$ cat src/rtl/cpfd_pkg.sv
package cpfd_pkg;

    localparam int HDR_BYTES = 12;
    localparam logic [11:0] MIN_FRAME_BYTES = 12'd13;
    localparam logic [11:0] MAX_FRAME_BYTES = 12'd2048;

    localparam logic [31:0] CRC_POLY = 32'hEDB88320;
    localparam logic [31:0] CRC_ONES = 32'hFFFFFFFF;
    localparam logic [7:0]  MAGIC0   = 8'h51;
    localparam logic [7:0]  MAGIC1   = 8'h4B;
    localparam logic [8:0]  PN_SEED  = 9'h1FF;

    // result queue geometry
    localparam int OQ_DEPTH = 8;
    localparam int OQ_AW    = 3;
    localparam int OQ_CW    = 4;

    // register map, indexed by paddr[2]
    localparam logic REG_FRAME_LEN = 1'b0;
    localparam logic REG_WHITEN    = 1'b1;

    localparam logic KIND_DATA    = 1'b0;
    localparam logic KIND_VERDICT = 1'b1;

    localparam logic [1:0] ST_OK        = 2'd0;
    localparam logic [1:0] ST_BAD_MAGIC = 2'd1;
    localparam logic [1:0] ST_LEN_BIG   = 2'd2;
    localparam logic [1:0] ST_CRC_BAD   = 2'd3;

    typedef struct packed {
        logic        kind;
        logic [7:0]  data_byte;
        logic [10:0] payload_len;
        logic [31:0] sequence_res;
        logic [1:0]  status;
        logic        last;
    } res_t;

    typedef struct packed {
        logic [11:0] frame_len;
        logic        whiten_en;
    } cfg_t;

    // up to two results per byte, res0 always first
    typedef struct packed {
        logic [1:0] num;
        res_t       res0;
        res_t       res1;
    } push_t;

    // eight steps of x^9+x^5+1, msb first: {next state, pn byte}
    function automatic logic [16:0] pn9_step8(input logic [8:0] seed);
        logic [8:0] s;
        logic [7:0] b;
        logic       nb;
        s = seed;
        b = 8'h00;
        for (int k = 0; k < 8; k++)
        begin
            nb = s[8] ^ s[4];
            s  = {s[7:0], nb};
            b  = {b[6:0], nb};
        end
        return {s, b};
    endfunction

    // reflected crc-32, one byte
    function automatic logic [31:0] crc32_byte(input logic [31:0] crc, input logic [7:0] d);
        logic [31:0] c;
        c = crc ^ {24'h000000, d};
        for (int k = 0; k < 8; k++)
        begin
            c = c[0] ? ((c >> 1) ^ CRC_POLY) : (c >> 1);
        end
        return c;
    endfunction

endpackage

$ cat src/rtl/cpfd_if.sv
interface cpfd_in_if;
    logic       valid;
    logic       ready;
    logic [7:0] rx_byte;
    logic       frame_start;

    modport source (output valid, output rx_byte, output frame_start, input ready);
    modport sink (input valid, input rx_byte, input frame_start, output ready);
endinterface

interface cpfd_out_if;
    logic        valid;
    logic        ready;
    logic        kind;
    logic [7:0]  data_byte;
    logic [10:0] payload_len;
    logic [31:0] sequence_res;
    logic [1:0]  status;
    logic        last;

    modport source (output valid, output kind, output data_byte, output payload_len,
                    output sequence_res, output status, output last, input ready);
    modport sink (input valid, input kind, input data_byte, input payload_len,
                  input sequence_res, input status, input last, output ready);
endinterface

$ cat src/rtl/cpfd_core.sv
module cpfd_core
(
    input  logic                          clk,
    input  logic                          rst_n,
    cpfd_in_if.sink                       in_ch,
    input  cpfd_pkg::cfg_t                cfg,
    input  logic [cpfd_pkg::OQ_CW-1:0]    oq_count,
    output cpfd_pkg::push_t               push
);

    // input word register
    logic       stage_valid_reg;
    logic [7:0] stage_byte_reg;
    logic       stage_start_reg;

    // frame parse state
    logic [10:0] pos_reg,    pos_next;
    logic [8:0]  lfsr_reg,   lfsr_next;
    logic [31:0] crc_reg,    crc_next;
    logic [15:0] len_reg,    len_next;
    logic [31:0] seq_reg,    seq_next;
    logic [31:0] rcrc_reg,   rcrc_next;
    logic        magic_reg,  magic_next;
    logic        inf_reg,    inf_next;

    logic [10:0] pos_b;
    logic [8:0]  lfsr_b;
    logic [31:0] crc_b;
    logic [15:0] len_b;
    logic [31:0] seq_b;
    logic [31:0] rcrc_b;
    logic        magic_b;
    logic        inf_b;

    logic [16:0] pn_out;
    logic [7:0]  b;
    logic        act;
    logic [11:0] flen;
    logic [11:0] maxpay;
    logic        len_ok;
    logic        pay;
    logic        done;
    logic [10:0] pay_idx;
    logic [1:0]  st;
    logic [4:0]  space_need;
    cpfd_pkg::res_t data_res;
    cpfd_pkg::res_t verd_res;

    // room for this word's results plus whatever the staged word may push
    assign space_need  = {1'b0, oq_count} + (stage_valid_reg ? 5'd2 : 5'd0);
    assign in_ch.ready = (space_need <= 5'(cpfd_pkg::OQ_DEPTH - 2));

    always_ff @(posedge clk or negedge rst_n)
    begin
        if (!rst_n)
        begin
            stage_valid_reg <= 1'b0;
        end
        else
        begin
            stage_valid_reg <= in_ch.valid && in_ch.ready;
        end
    end

    always_ff @(posedge clk)
    begin
        if (in_ch.valid && in_ch.ready)
        begin
            stage_byte_reg  <= in_ch.rx_byte;
            stage_start_reg <= in_ch.frame_start;
        end
    end

    always_ff @(posedge clk or negedge rst_n)
    begin
        if (!rst_n)
        begin
            pos_reg   <= 11'd0;
            lfsr_reg  <= cpfd_pkg::PN_SEED;
            crc_reg   <= cpfd_pkg::CRC_ONES;
            len_reg   <= 16'd0;
            seq_reg   <= 32'd0;
            rcrc_reg  <= 32'd0;
            magic_reg <= 1'b0;
            inf_reg   <= 1'b0;
        end
        else
        begin
            pos_reg   <= pos_next;
            lfsr_reg  <= lfsr_next;
            crc_reg   <= crc_next;
            len_reg   <= len_next;
            seq_reg   <= seq_next;
            rcrc_reg  <= rcrc_next;
            magic_reg <= magic_next;
            inf_reg   <= inf_next;
        end
    end

    // clamp the frame length
    always_comb
    begin
        if (cfg.frame_len < cpfd_pkg::MIN_FRAME_BYTES)
        begin
            flen = cpfd_pkg::MIN_FRAME_BYTES;
        end
        else if (cfg.frame_len > cpfd_pkg::MAX_FRAME_BYTES)
        begin
            flen = cpfd_pkg::MAX_FRAME_BYTES;
        end
        else
        begin
            flen = cfg.frame_len;
        end
    end

    assign maxpay = flen - 12'(cpfd_pkg::HDR_BYTES);

    always_comb
    begin
        // frame start restarts everything
        if (stage_start_reg)
        begin
            pos_b   = 11'd0;
            lfsr_b  = cpfd_pkg::PN_SEED;
            crc_b   = cpfd_pkg::CRC_ONES;
            len_b   = 16'd0;
            seq_b   = 32'd0;
            rcrc_b  = 32'd0;
            magic_b = 1'b0;
            inf_b   = 1'b1;
        end
        else
        begin
            pos_b   = pos_reg;
            lfsr_b  = lfsr_reg;
            crc_b   = crc_reg;
            len_b   = len_reg;
            seq_b   = seq_reg;
            rcrc_b  = rcrc_reg;
            magic_b = magic_reg;
            inf_b   = inf_reg;
        end

        act    = stage_valid_reg && inf_b;
        pn_out = cpfd_pkg::pn9_step8(lfsr_b);
        b      = stage_byte_reg ^ (cfg.whiten_en ? pn_out[7:0] : 8'h00);

        len_next   = len_b;
        seq_next   = seq_b;
        rcrc_next  = rcrc_b;
        magic_next = magic_b;
        case (pos_b)
            11'd0:   magic_next = (b == cpfd_pkg::MAGIC0);
            11'd1:   magic_next = magic_b && (b == cpfd_pkg::MAGIC1);
            11'd2:   len_next[7:0]    = b;
            11'd3:   len_next[15:8]   = b;
            11'd4:   seq_next[7:0]    = b;
            11'd5:   seq_next[15:8]   = b;
            11'd6:   seq_next[23:16]  = b;
            11'd7:   seq_next[31:24]  = b;
            11'd8:   rcrc_next[7:0]   = b;
            11'd9:   rcrc_next[15:8]  = b;
            11'd10:  rcrc_next[23:16] = b;
            11'd11:  rcrc_next[31:24] = b;
            default: len_next = len_b;
        endcase

        len_ok  = len_next <= {4'h0, maxpay};
        pay_idx = pos_b - 11'(cpfd_pkg::HDR_BYTES);
        pay     = (pos_b >= 11'(cpfd_pkg::HDR_BYTES)) && len_ok
                  && ({5'd0, pay_idx} < len_next);

        // crc bytes of the header count as zero
        crc_next = crc_b;
        if (pos_b < 11'(cpfd_pkg::HDR_BYTES))
        begin
            crc_next = cpfd_pkg::crc32_byte(crc_b, (pos_b >= 11'd8) ? 8'h00 : b);
        end
        else if (pay)
        begin
            crc_next = cpfd_pkg::crc32_byte(crc_b, b);
        end

        done = ({1'b0, pos_b} + 12'd1) >= flen;

        if (!magic_next)
        begin
            st = cpfd_pkg::ST_BAD_MAGIC;
        end
        else if (!len_ok)
        begin
            st = cpfd_pkg::ST_LEN_BIG;
        end
        else if ((crc_next ^ cpfd_pkg::CRC_ONES) != rcrc_next)
        begin
            st = cpfd_pkg::ST_CRC_BAD;
        end
        else
        begin
            st = cpfd_pkg::ST_OK;
        end

        data_res              = '0;
        data_res.kind         = cpfd_pkg::KIND_DATA;
        data_res.data_byte    = b;

        verd_res              = '0;
        verd_res.kind         = cpfd_pkg::KIND_VERDICT;
        verd_res.payload_len  = (st == cpfd_pkg::ST_BAD_MAGIC || st == cpfd_pkg::ST_LEN_BIG)
                                ? 11'd0 : len_next[10:0];
        verd_res.sequence_res = seq_next;
        verd_res.status       = st;
        verd_res.last         = 1'b1;

        if (done)
        begin
            pos_next = 11'd0;
            inf_next = 1'b0;
        end
        else
        begin
            pos_next = pos_b + 11'd1;
            inf_next = inf_b;
        end
        lfsr_next = pn_out[16:8];

        push.num  = 2'd0;
        push.res0 = pay ? data_res : verd_res;
        push.res1 = verd_res;

        if (act)
        begin
            push.num = {1'b0, pay} + {1'b0, done};
        end
        else
        begin
            // idle or stray byte outside a frame: hold state
            pos_next   = pos_reg;
            lfsr_next  = lfsr_reg;
            crc_next   = crc_reg;
            len_next   = len_reg;
            seq_next   = seq_reg;
            rcrc_next  = rcrc_reg;
            magic_next = magic_reg;
            inf_next   = inf_reg;
        end
    end

endmodule

$ cat src/rtl/cpfd_oq.sv
module cpfd_oq
(
    input  logic                          clk,
    input  logic                          rst_n,
    input  cpfd_pkg::push_t               push,
    output logic [cpfd_pkg::OQ_CW-1:0]    count,
    cpfd_out_if.source                    out_ch
);

    cpfd_pkg::res_t                   mem_reg [cpfd_pkg::OQ_DEPTH];
    logic [cpfd_pkg::OQ_AW-1:0]       wr_ptr_reg, wr_ptr_next;
    logic [cpfd_pkg::OQ_AW-1:0]       rd_ptr_reg, rd_ptr_next;
    logic [cpfd_pkg::OQ_CW-1:0]       count_reg,  count_next;
    logic                             pop;
    logic [cpfd_pkg::OQ_AW-1:0]       wr_ptr_p1;
    cpfd_pkg::res_t                   head;

    assign count     = count_reg;
    assign pop       = out_ch.valid && out_ch.ready;
    assign wr_ptr_p1 = wr_ptr_reg + 1'b1;
    assign head      = mem_reg[rd_ptr_reg];

    assign out_ch.valid        = (count_reg != '0);
    assign out_ch.kind         = head.kind;
    assign out_ch.data_byte    = head.data_byte;
    assign out_ch.payload_len  = head.payload_len;
    assign out_ch.sequence_res = head.sequence_res;
    assign out_ch.status       = head.status;
    assign out_ch.last         = head.last;

    always_comb
    begin
        wr_ptr_next = wr_ptr_reg + cpfd_pkg::OQ_AW'(push.num);
        rd_ptr_next = rd_ptr_reg + cpfd_pkg::OQ_AW'(pop);
        count_next  = count_reg + cpfd_pkg::OQ_CW'(push.num) - cpfd_pkg::OQ_CW'(pop);
    end

    always_ff @(posedge clk or negedge rst_n)
    begin
        if (!rst_n)
        begin
            wr_ptr_reg <= '0;
            rd_ptr_reg <= '0;
            count_reg  <= '0;
        end
        else
        begin
            wr_ptr_reg <= wr_ptr_next;
            rd_ptr_reg <= rd_ptr_next;
            count_reg  <= count_next;
        end
    end

    always_ff @(posedge clk)
    begin
        if (push.num != 2'd0)
        begin
            mem_reg[wr_ptr_reg] <= push.res0;
        end
        if (push.num == 2'd2)
        begin
            mem_reg[wr_ptr_p1] <= push.res1;
        end
    end

endmodule

$ cat src/rtl/crc_pn9_frame_decoder.sv
// path: an accepted word is held in the input word register, its results are then
//   written into the result queue, which drives the output
// throughput: one word per cycle; input stalls while the queue lacks room for the
//   staged word's and the next word's results; a last byte can give two results
// reset: rst_n asynchronous, active low; clears parse state, queue and registers
//   (frame_length 1516, whiten_enable 0); no clearing pass
module crc_pn9_frame_decoder
(
    input  logic        clk,
    input  logic        rst_n,
    input  logic        psel,
    input  logic        penable,
    input  logic        pwrite,
    input  logic [2:0]  paddr,
    input  logic [31:0] pwdata,
    output logic [31:0] prdata,
    output logic        pready,
    cpfd_in_if.sink     in_ch,
    cpfd_out_if.source  out_ch
);

    // configuration registers
    logic [11:0] frame_len_reg;
    logic        whiten_en_reg;
    logic        cfg_wr;

    cpfd_pkg::cfg_t              cfg;
    cpfd_pkg::push_t             push;
    logic [cpfd_pkg::OQ_CW-1:0]  oq_count;

    assign pready = 1'b1;
    assign cfg_wr = psel && penable && pwrite && pready;

    // register index is paddr[2]; the low address bits are ignored
    always_ff @(posedge clk or negedge rst_n)
    begin
        if (!rst_n)
        begin
            frame_len_reg <= 12'd1516;
            whiten_en_reg <= 1'b0;
        end
        else if (cfg_wr)
        begin
            case (paddr[2])
                cpfd_pkg::REG_FRAME_LEN: frame_len_reg <= pwdata[11:0];
                cpfd_pkg::REG_WHITEN:    whiten_en_reg <= pwdata[0];
                default:                 frame_len_reg <= frame_len_reg;
            endcase
        end
    end

    always_comb
    begin
        case (paddr[2])
            cpfd_pkg::REG_FRAME_LEN: prdata = {20'd0, frame_len_reg};
            cpfd_pkg::REG_WHITEN:    prdata = {31'd0, whiten_en_reg};
            default:                 prdata = 32'd0;
        endcase
    end

    assign cfg.frame_len = frame_len_reg;
    assign cfg.whiten_en = whiten_en_reg;

    // parse: input word register, dewhitening, header fields, crc, verdict
    cpfd_core u_core
    (
        .clk      (clk),
        .rst_n    (rst_n),
        .in_ch    (in_ch),
        .cfg      (cfg),
        .oq_count (oq_count),
        .push     (push)
    );

    // result queue: up to two results in a cycle, one out a cycle while ready
    cpfd_oq u_oq
    (
        .clk    (clk),
        .rst_n  (rst_n),
        .push   (push),
        .count  (oq_count),
        .out_ch (out_ch)
    );

endmodule

$ cat src/flat_wrapper.sv
// flat-port wrapper written by rule: the top's interface ports become plain ports
module crc_pn9_frame_decoder_flat 
  (clk, rst_n, psel, penable, pwrite, paddr, pwdata, prdata, pready, in_ch_valid, in_ch_rx_byte, in_ch_frame_start, in_ch_ready, out_ch_valid, out_ch_kind, out_ch_data_byte, out_ch_payload_len, out_ch_sequence_res, out_ch_status, out_ch_last, out_ch_ready);
  cpfd_in_if in_ch_i ();
  cpfd_out_if out_ch_i ();
  input  logic clk;
  input  logic rst_n;
  input  logic psel;
  input  logic penable;
  input  logic pwrite;
  input  logic [2:0] paddr;
  input  logic [31:0] pwdata;
  output logic [31:0] prdata;
  output logic pready;
  input wire logic [$bits(in_ch_i.valid)-1:0] in_ch_valid;
  input wire logic [$bits(in_ch_i.rx_byte)-1:0] in_ch_rx_byte;
  input wire logic [$bits(in_ch_i.frame_start)-1:0] in_ch_frame_start;
  output wire logic [$bits(in_ch_i.ready)-1:0] in_ch_ready;
  output wire logic [$bits(out_ch_i.valid)-1:0] out_ch_valid;
  output wire logic [$bits(out_ch_i.kind)-1:0] out_ch_kind;
  output wire logic [$bits(out_ch_i.data_byte)-1:0] out_ch_data_byte;
  output wire logic [$bits(out_ch_i.payload_len)-1:0] out_ch_payload_len;
  output wire logic [$bits(out_ch_i.sequence_res)-1:0] out_ch_sequence_res;
  output wire logic [$bits(out_ch_i.status)-1:0] out_ch_status;
  output wire logic [$bits(out_ch_i.last)-1:0] out_ch_last;
  input wire logic [$bits(out_ch_i.ready)-1:0] out_ch_ready;
  assign in_ch_i.valid = in_ch_valid;
  assign in_ch_i.rx_byte = in_ch_rx_byte;
  assign in_ch_i.frame_start = in_ch_frame_start;
  assign in_ch_ready = in_ch_i.ready;
  assign out_ch_valid = out_ch_i.valid;
  assign out_ch_kind = out_ch_i.kind;
  assign out_ch_data_byte = out_ch_i.data_byte;
  assign out_ch_payload_len = out_ch_i.payload_len;
  assign out_ch_sequence_res = out_ch_i.sequence_res;
  assign out_ch_status = out_ch_i.status;
  assign out_ch_last = out_ch_i.last;
  assign out_ch_i.ready = out_ch_ready;
  crc_pn9_frame_decoder u_core (.clk(clk), .rst_n(rst_n), .psel(psel), .penable(penable), .pwrite(pwrite), .paddr(paddr), .pwdata(pwdata), .prdata(prdata), .pready(pready), .in_ch(in_ch_i), .out_ch(out_ch_i));
endmodule
$ cat config.mk
export PLATFORM = sky130hd
export DESIGN_NAME = crc_pn9_frame_decoder_flat
export DESIGN_NICKNAME = d
export VERILOG_FILES = /design/src/rtl/cpfd_pkg.sv /design/src/rtl/cpfd_if.sv /design/src/rtl/cpfd_core.sv /design/src/rtl/cpfd_oq.sv /design/src/rtl/crc_pn9_frame_decoder.sv /design/src/flat_wrapper.sv
export SDC_FILE = /design/constraint.sdc
export NUM_CORES = 1
export LEC_CHECK = 0
export BUFFER_PORTS_ARGS = -buffer_cell sky130_fd_sc_hd__buf_2
export CAP_MARGIN = 30
export CORE_AREA = 2 2 267 375
export DETAILED_ROUTE_END_ITERATION = 10
export DIE_AREA = 0 0 269 377
export PLACE_DENSITY_LB_ADDON = 0.15
export SLEW_MARGIN = 0
export SYNTH_ARGS = -nofsm -noshare
export SYNTH_HDL_FRONTEND = slang
export SYNTH_SLANG_ARGS = --single-unit
$ cat constraint.sdc
create_clock -name clk -period 10.3 [get_ports clk]
set_clock_uncertainty 0.05 [all_clocks]
set_input_delay 1.03 -clock clk [delete_from_list [all_inputs] [get_ports clk]]
set_output_delay 1.03 -clock clk [all_outputs]
set_load 0.02 [all_outputs]
==> metrics.txt, run 1 <==
status completed; Post-Syn Area between 30000 and 40000 um^2; Final ANT Viol Nets 0; Tcrit/Tclk final between 80 and 90%; # Max-Cap Violations 0; Worst VDD drop 0.000213 V; crit path max fanout 24; vias about 24000; CTS Hold Bufs 0; Clock Sinks approximately 600; grt ovf 0; Buffers on Ports 97; largest net degree at the start of global routing ~200; post-DP HPWL around 74 mm; die area 101000 um^2; RR Startpoint u_core.u_core.stage_start_reg$_DFFE_PP_; layer with the highest usage met2; row count ~140; post-synth top area share between 30% and 40%; fmax 110 MHz; DR vias/cell about 5.5; number of flops mapped to enable cells by yosys between 300 and 400; Max clock buf depth 3; H-Tree Depth 3; drt first-iter violations 2081; Leak about 13 nW; ratio of cells with drive above 1 in the final layout 18.8%; commonest cells after routing, fill and taps aside 504 x nor2_1, 369 x edfxtp_1, 321 x nand2_1, 202 x o21ai_0, 116 x xnor2_1; worst path required time approximately 11000 ps; Synth Register Bits 599; sequential power share 24.7%; Final setup viols 0; Post-synth ARST share between 20% and 30%; Final Hold Fails 0; Placeable Area between 90000 and 100000 um^2; synth-to-layout area growth 13.1%; Switch Pwr roughly 0.0055 W; Reg clk slew, reported paths about 60 ps; vias in the first global route approximately 25000; antenna violations before repair 1; Worst setup SP type flip-flop; RSZ-0062 raised after global routing false; Slew HR between 20 and 30%; global-route wire length before repair approximately 170 mm; Setup TNS 0 ps; Post-Syn Instances slightly above 3000; Skew-Pair Late Insertion Delay 620 ps; Hold Worst Slack between 300 and 400 ps; wire per inst ~25 um; Seq/Total Area, Yosys about half; power per cell area between 300 and 400 nW/um^2; Internal between 0.006 and 0.007 W; worst slew pin tran 1040 ps; root buf cell clkbuf_16; met1 Use GR between 20% and 30%; Ant. Diodes 0; max reg flops 432; fin. max-slew vios 0; CP endpoint kind flip-flop; GR Util met3 approximately 2.3%; Final GP Congestion between 0.9 and 1; First-pass DRT Iterations 7; yosys warns 0; post-synth cell types 98; Synth area leader edfxtp_1; die height ~380 um; Routed WL roughly 110 mm; Synth Area per Inst 10.8 um^2; Ports 141; DRC errors left 0; r2r setup slk around 1200 ps; Primary FF master, synth edfxtp_1; r2r worst-path depth 25; die width about 270 um; Combinational Power Share 55.5%; CP arrival approximately 9300 ps; postcts setup bufs 0; CTS tree built; Clk pwr share between 10% and 20%; hold crit path type in -> async; overall routing resource usage 22.2%; Reg2Reg Capture Point u_core.u_oq.mem_reg[3][36]$_DFFE_PP_; post-CTS sizing 0; TritonCTS Buffers 66; commonest non-fill, non-tap cell in the layout nor2_1; CP Class reg -> reg; min Tclk post-route just over 9000 ps; final-stage net count between 3000 and 4000; Net Sw Frac 44.0%; Area contributors post-synth edfxtp_1 33%, dfrtp_1 8.3%, mux4_2 7.3%; initial core utilization roughly 34%; met2 GRT Util 40.9%
kinds of logic (layout without fill, tap and decap cells):
kind of cell / count (synthesis) / in the layout / share of synthesized area [%]
AOI/OAI and AO/OA: 578 / 578 / 11.3
xor gates and xnor gates: 209 / 209 / 7.20
adders and majority gates: 59 / 59 / 2.28
buffers and inverters: 298 / 368 / 3.76
DFF: 599 / 599 / 50.0
muxes: 203 / 203 / 10.5
other: 2 / 22 / 0.0227
and+or+nand+nor: 1118 / 1118 / 14.9
critical path, stage by stage, from the launching register on:
cell	delay, ps
edfxtp_1	570
buf_4	290
inv_2	450
nand2_1	230
inv_1	160
ha_1	370
or4b_2	620
a221oi_1	360
buf_4	240
o21a_1	190
inv_1	130
ha_1	330
a21oi_1	150
o21ai_0	130
o31ai_1	810
and4_1	330
buf_4	230
nand2_2	90
inv_2	290
ha_1	220
nand2_1	160
nor3_1	730
nand3_1	220
and2_1	350
inv_2	590
buf_4	430
area by class of cell:
cell class | instances | area [um^2]
Multi-Input combinational cell | 2189 | 15500
Clock buffer | 84 | 1810
Inverter | 61 | 229
Clock inverter | 38 | 397
Fill cell | 9527 | 60400
Sequential cell | 599 | 16500
Timing Repair Buffer | 185 | 1280
Tap cell | 1311 | 1640
synth_stat cells (19+ instances only):
library cell and n:
nor3b_1 36, xor2_1 50, a31oi_1 32, o21ai_0 204, mux4_2 108, nand2_1 322, nor2b_1 20, buf_4 26
clkbuf_1 148, xnor2_1 118, ha_1 57, buf_1 39, xnor3_1 21, nand4_1 21, edfxtp_1 369, buf_2 23
inv_1 57, a22o_1 43, nand2b_1 22, nor4_1 25, mux2i_1 19, nand3_1 40, mux2_2 76, dfxtp_1 72
dfrtp_1 110, dfstp_2 48, o31ai_1 19, nor2_1 506, a21oi_1 98, nor3_1 42
power by group through the flow:
stage | combinational (W) | sequential [W] | clock [W]
CTS | 0.00687 | 0.00307 | 0.00252
detailed placement | 0.00684 | 0.00312 | 0
finish | 0.00690 | 0.00307 | 0.00246
global route | 0.00730 | 0.00310 | 0.00261
global placement | 0.00681 | 0.00311 | 0
floorplan | 0.00483 | 0.00292 | 0
worst max path at each step:
stage | startpoint | endpoint | slack (ps) | cells after the start
CTS | u_core.u_core.stage_start_reg$_DFFE_PP_ | u_core.u_oq.mem_reg[3][36]$_DFFE_PP_ | 1230 | 26
global placement | u_core.u_core.stage_start_reg$_DFFE_PP_ | u_core.u_oq.mem_reg[1][37]$_DFFE_PP_ | 1110 | 25
detailed placement | u_core.u_core.stage_start_reg$_DFFE_PP_ | u_core.u_oq.mem_reg[3][36]$_DFFE_PP_ | 1300 | 26
floorplan | u_core.u_core.stage_start_reg$_DFFE_PP_ | u_core.u_oq.mem_reg[1][10]$_DFFE_PP_ | 1570 | 34
global route | u_core.u_core.stage_start_reg$_DFFE_PP_ | u_core.u_oq.mem_reg[3][36]$_DFFE_PP_ | 720 | 25
finish | u_core.u_core.stage_start_reg$_DFFE_PP_ | u_core.u_oq.mem_reg[3][36]$_DFFE_PP_ | 1210 | 25
metal layers:
metal / routed length, um / vias up
met5: 0 / -
met4: 4860 / 0
met3: 4660 / 225
met2: 59600 / 694
met1: 43700 / 12400
li1: - / 11100
stage by stage:
stage               util (%)  std cells  power, W  setup slack [ps]  instance area (um^2)
floorplan                  -       3086   0.00775              1570                 33200
global placement        35.9       4337   0.00991              1110                 35100
detailed placement      36.0       4344   0.00995              1300                 35200
CTS                     38.2       4466    0.0125              1230                 37400
global route            38.3       4467    0.0130               723                 37400
finish                  38.3       4467    0.0124              1210                 37400
No activity file was read; power rests on OpenSTA's default activity.
==> run 2: changes to the inputs <==
==> constraint.sdc (replaced) <==
create_clock -name clk -period 8.8 [get_ports clk]
set_clock_uncertainty 0.05 [all_clocks]
set_input_delay 0.88 -clock clk [delete_from_list [all_inputs] [get_ports clk]]
set_output_delay 0.88 -clock clk [all_outputs]
set_load 0.02 [all_outputs]
==> metrics.txt, run 2 (synthesis gave the netlist of run 1 again) <==
status completed; wire per inst about 25 um; Buffers on Ports 97; Worst setup SP type flip-flop; fillers between 9000 and 10000; r2r setup slk about 610 ps; Final setup viols 0; die width around 270 um; antenna violations before repair 0; DRC errors left 0; ratio of cells with drive above 1 in the final layout 19.1%; Max clock buf depth 3; TritonCTS Buffers between 60 and 70; row count 136; overall routing resource usage around 22%; root buf cell clkbuf_16; RSZ-0062 raised after global routing false; Worst VDD drop ~0.00025 V; Leak roughly 13 nW; CP arrival about 8500 ps; CP Class reg -> reg; hold crit path type in -> async; Reg clk slew, reported paths approximately 60 ps; Final GP Congestion between 0.9 and 1; r2r worst-path depth 25; CTS tree built; worst path required time 9140 ps; Final Hold Fails 0; # placed instances 4360; vias in the first global route between 20000 and 25000; min Tclk post-route 8190 ps; initial core utilization 33.8%; max reg flops around 430; drt first-iter violations approximately 2000; Tcrit/Tclk final about 93%; die area approximately 100000 um^2; fin. max-slew vios 0; power per cell area 384 nW/um^2; CP endpoint kind flip-flop; worst slew pin tran approximately 1000 ps; Ports around 140; Setup TNS 0 ps; H-Tree Depth 2; global-route wire length before repair 167 mm; Placed Area between 30000 and 40000 um^2; Routed WL between 100 and 150 mm; commonest non-fill, non-tap cell in the layout nor2_1; # Max-Cap Violations 0; First-pass DRT Iterations 8; final std cells w/o fill about 4500; vias between 20000 and 25000; DR vias/cell 5.46; synth-to-layout area growth 13.2%; end point of the critical path u_core.u_oq.mem_reg[1][36]$_DFFE_PP_; Slew HR between 30% and 40%; fmax about 120 MHz; postcts setup bufs 0; final-stage net count around 3200; RR Startpoint u_core.u_core.stage_start_reg$_DFFE_PP_; largest net degree at the start of global routing ~90; commonest cells after routing, fill and taps aside 504 x nor2_1, 369 x edfxtp_1, 321 x nand2_1, 202 x o21ai_0, 116 x xnor2_1; Placeable Area ~98000 um^2; Hold Worst Slack about 160 ps; Reg2Reg Capture Point u_core.u_oq.mem_reg[1][36]$_DFFE_PP_; final non-filler cell area 37500 um^2; grt ovf 0; post-DP HPWL roughly 75 mm; Skew-Pair Late Insertion Delay 650 ps; crit path max fanout 22; Final ANT Viol Nets 0; Clock Sinks about 600; die height 377 um; post-route setup slack between 600 and 700 ps; worst slack, placed 744 ps; crit path from u_core.u_core.stage_start_reg$_DFFE_PP_; post-CTS sizing 0; CTS Hold Bufs 0
run 2: changes by cell type in the layout (fill, tap and decap cells not counted), moves of 2 or more:
cell	delta
clkbuf_8	+5
buf_12	+2
inv_4	+2
clkinv_2	-2
clkinvlp_4	-3
buf_16	+2
buf_4	+15
clkbuf_16	-7
run 2: metrics by stage:
step | total power (W) | utilization [%]
4_1_cts | 0.0144 | 38.2
6_report | 0.0144 | 38.3
3_3_place_gp | 0.0116 | 36.1
5_1_grt | 0.0151 | 38.3
2_1_floorplan | 0.00908 | -
3_5_place_dp | 0.0117 | 36.1
run 2: worst min path at each step:
stage                                                 startpoint                                endpoint  slack [ps]  cells past startpoint
after floorplan           u_core.u_oq.mem_reg[6][0]$_SDFFE_PP1P_  u_core.u_oq.mem_reg[6][0]$_SDFFE_PP1P_         370                      2
after global placement    u_core.u_oq.mem_reg[6][0]$_SDFFE_PP1P_  u_core.u_oq.mem_reg[6][0]$_SDFFE_PP1P_         380                      2
after detailed placement  u_core.u_oq.mem_reg[6][0]$_SDFFE_PP1P_  u_core.u_oq.mem_reg[6][0]$_SDFFE_PP1P_         390                      2
after CTS                                                  rst_n     u_core.frame_len_reg[1]$_DFFE_PN0P_         160                      1
after global routing                                       rst_n     u_core.frame_len_reg[4]$_DFFE_PN0P_         190                      1
final                                                      rst_n    u_core.frame_len_reg[11]$_DFFE_PN0P_         160                      1
run 2: layout make-up:
class	count	area, um^2	share of cell area, %
clock inverters	34	344	0.919
diodes	1	2.50	0.00668
repair buffers	203	1470	3.92
well taps	1311	1640	4.38
clock buffers	81	1700	4.55
inverters	61	229	0.611
flip-flops and latches	599	16500	44.2
multi-input cells	2189	15500	41.4
run 2: report_power, final:
part,switching [W],internal [W]
Clock,0.00118,0.00151
Sequential,0.000350,0.00326
Combinational,0.00484,0.00326
Total,0.00637,0.00803
run 2: metal layers:
metal / wire length [um] / part of all wire, % / vias to the layer above / track usage, %
met5: 0 / 0 / - / 0
met4: 4600 / 4.1 / 0 / 8.60
met3: 4930 / 4.4 / 185 / 2.25
met2: 59500 / 53 / 756 / 41.1
met1: 43600 / 39 / 12400 / 26.2
li1: - / - / 11100 / -
run 2: worst max-delay path: stages (launching register included):
cell      delay (ps)
edfxtp_1         580
inv_2            450
nand2_1          230
inv_1            160
ha_1             400
or4b_2           620
a221oi_1         360
buf_4            250
nand2_1           60
o21a_1           150
inv_1            140
ha_1             270
a21oi_1          140
o21ai_0          130
o31ai_1          570
buf_4            230
and4_1           220
nand2_2           80
inv_2            250
ha_1             320
o21ai_0          240
or2_2            190
nor3b_1           60
a21oi_1          780
inv_2            570
buf_4            350
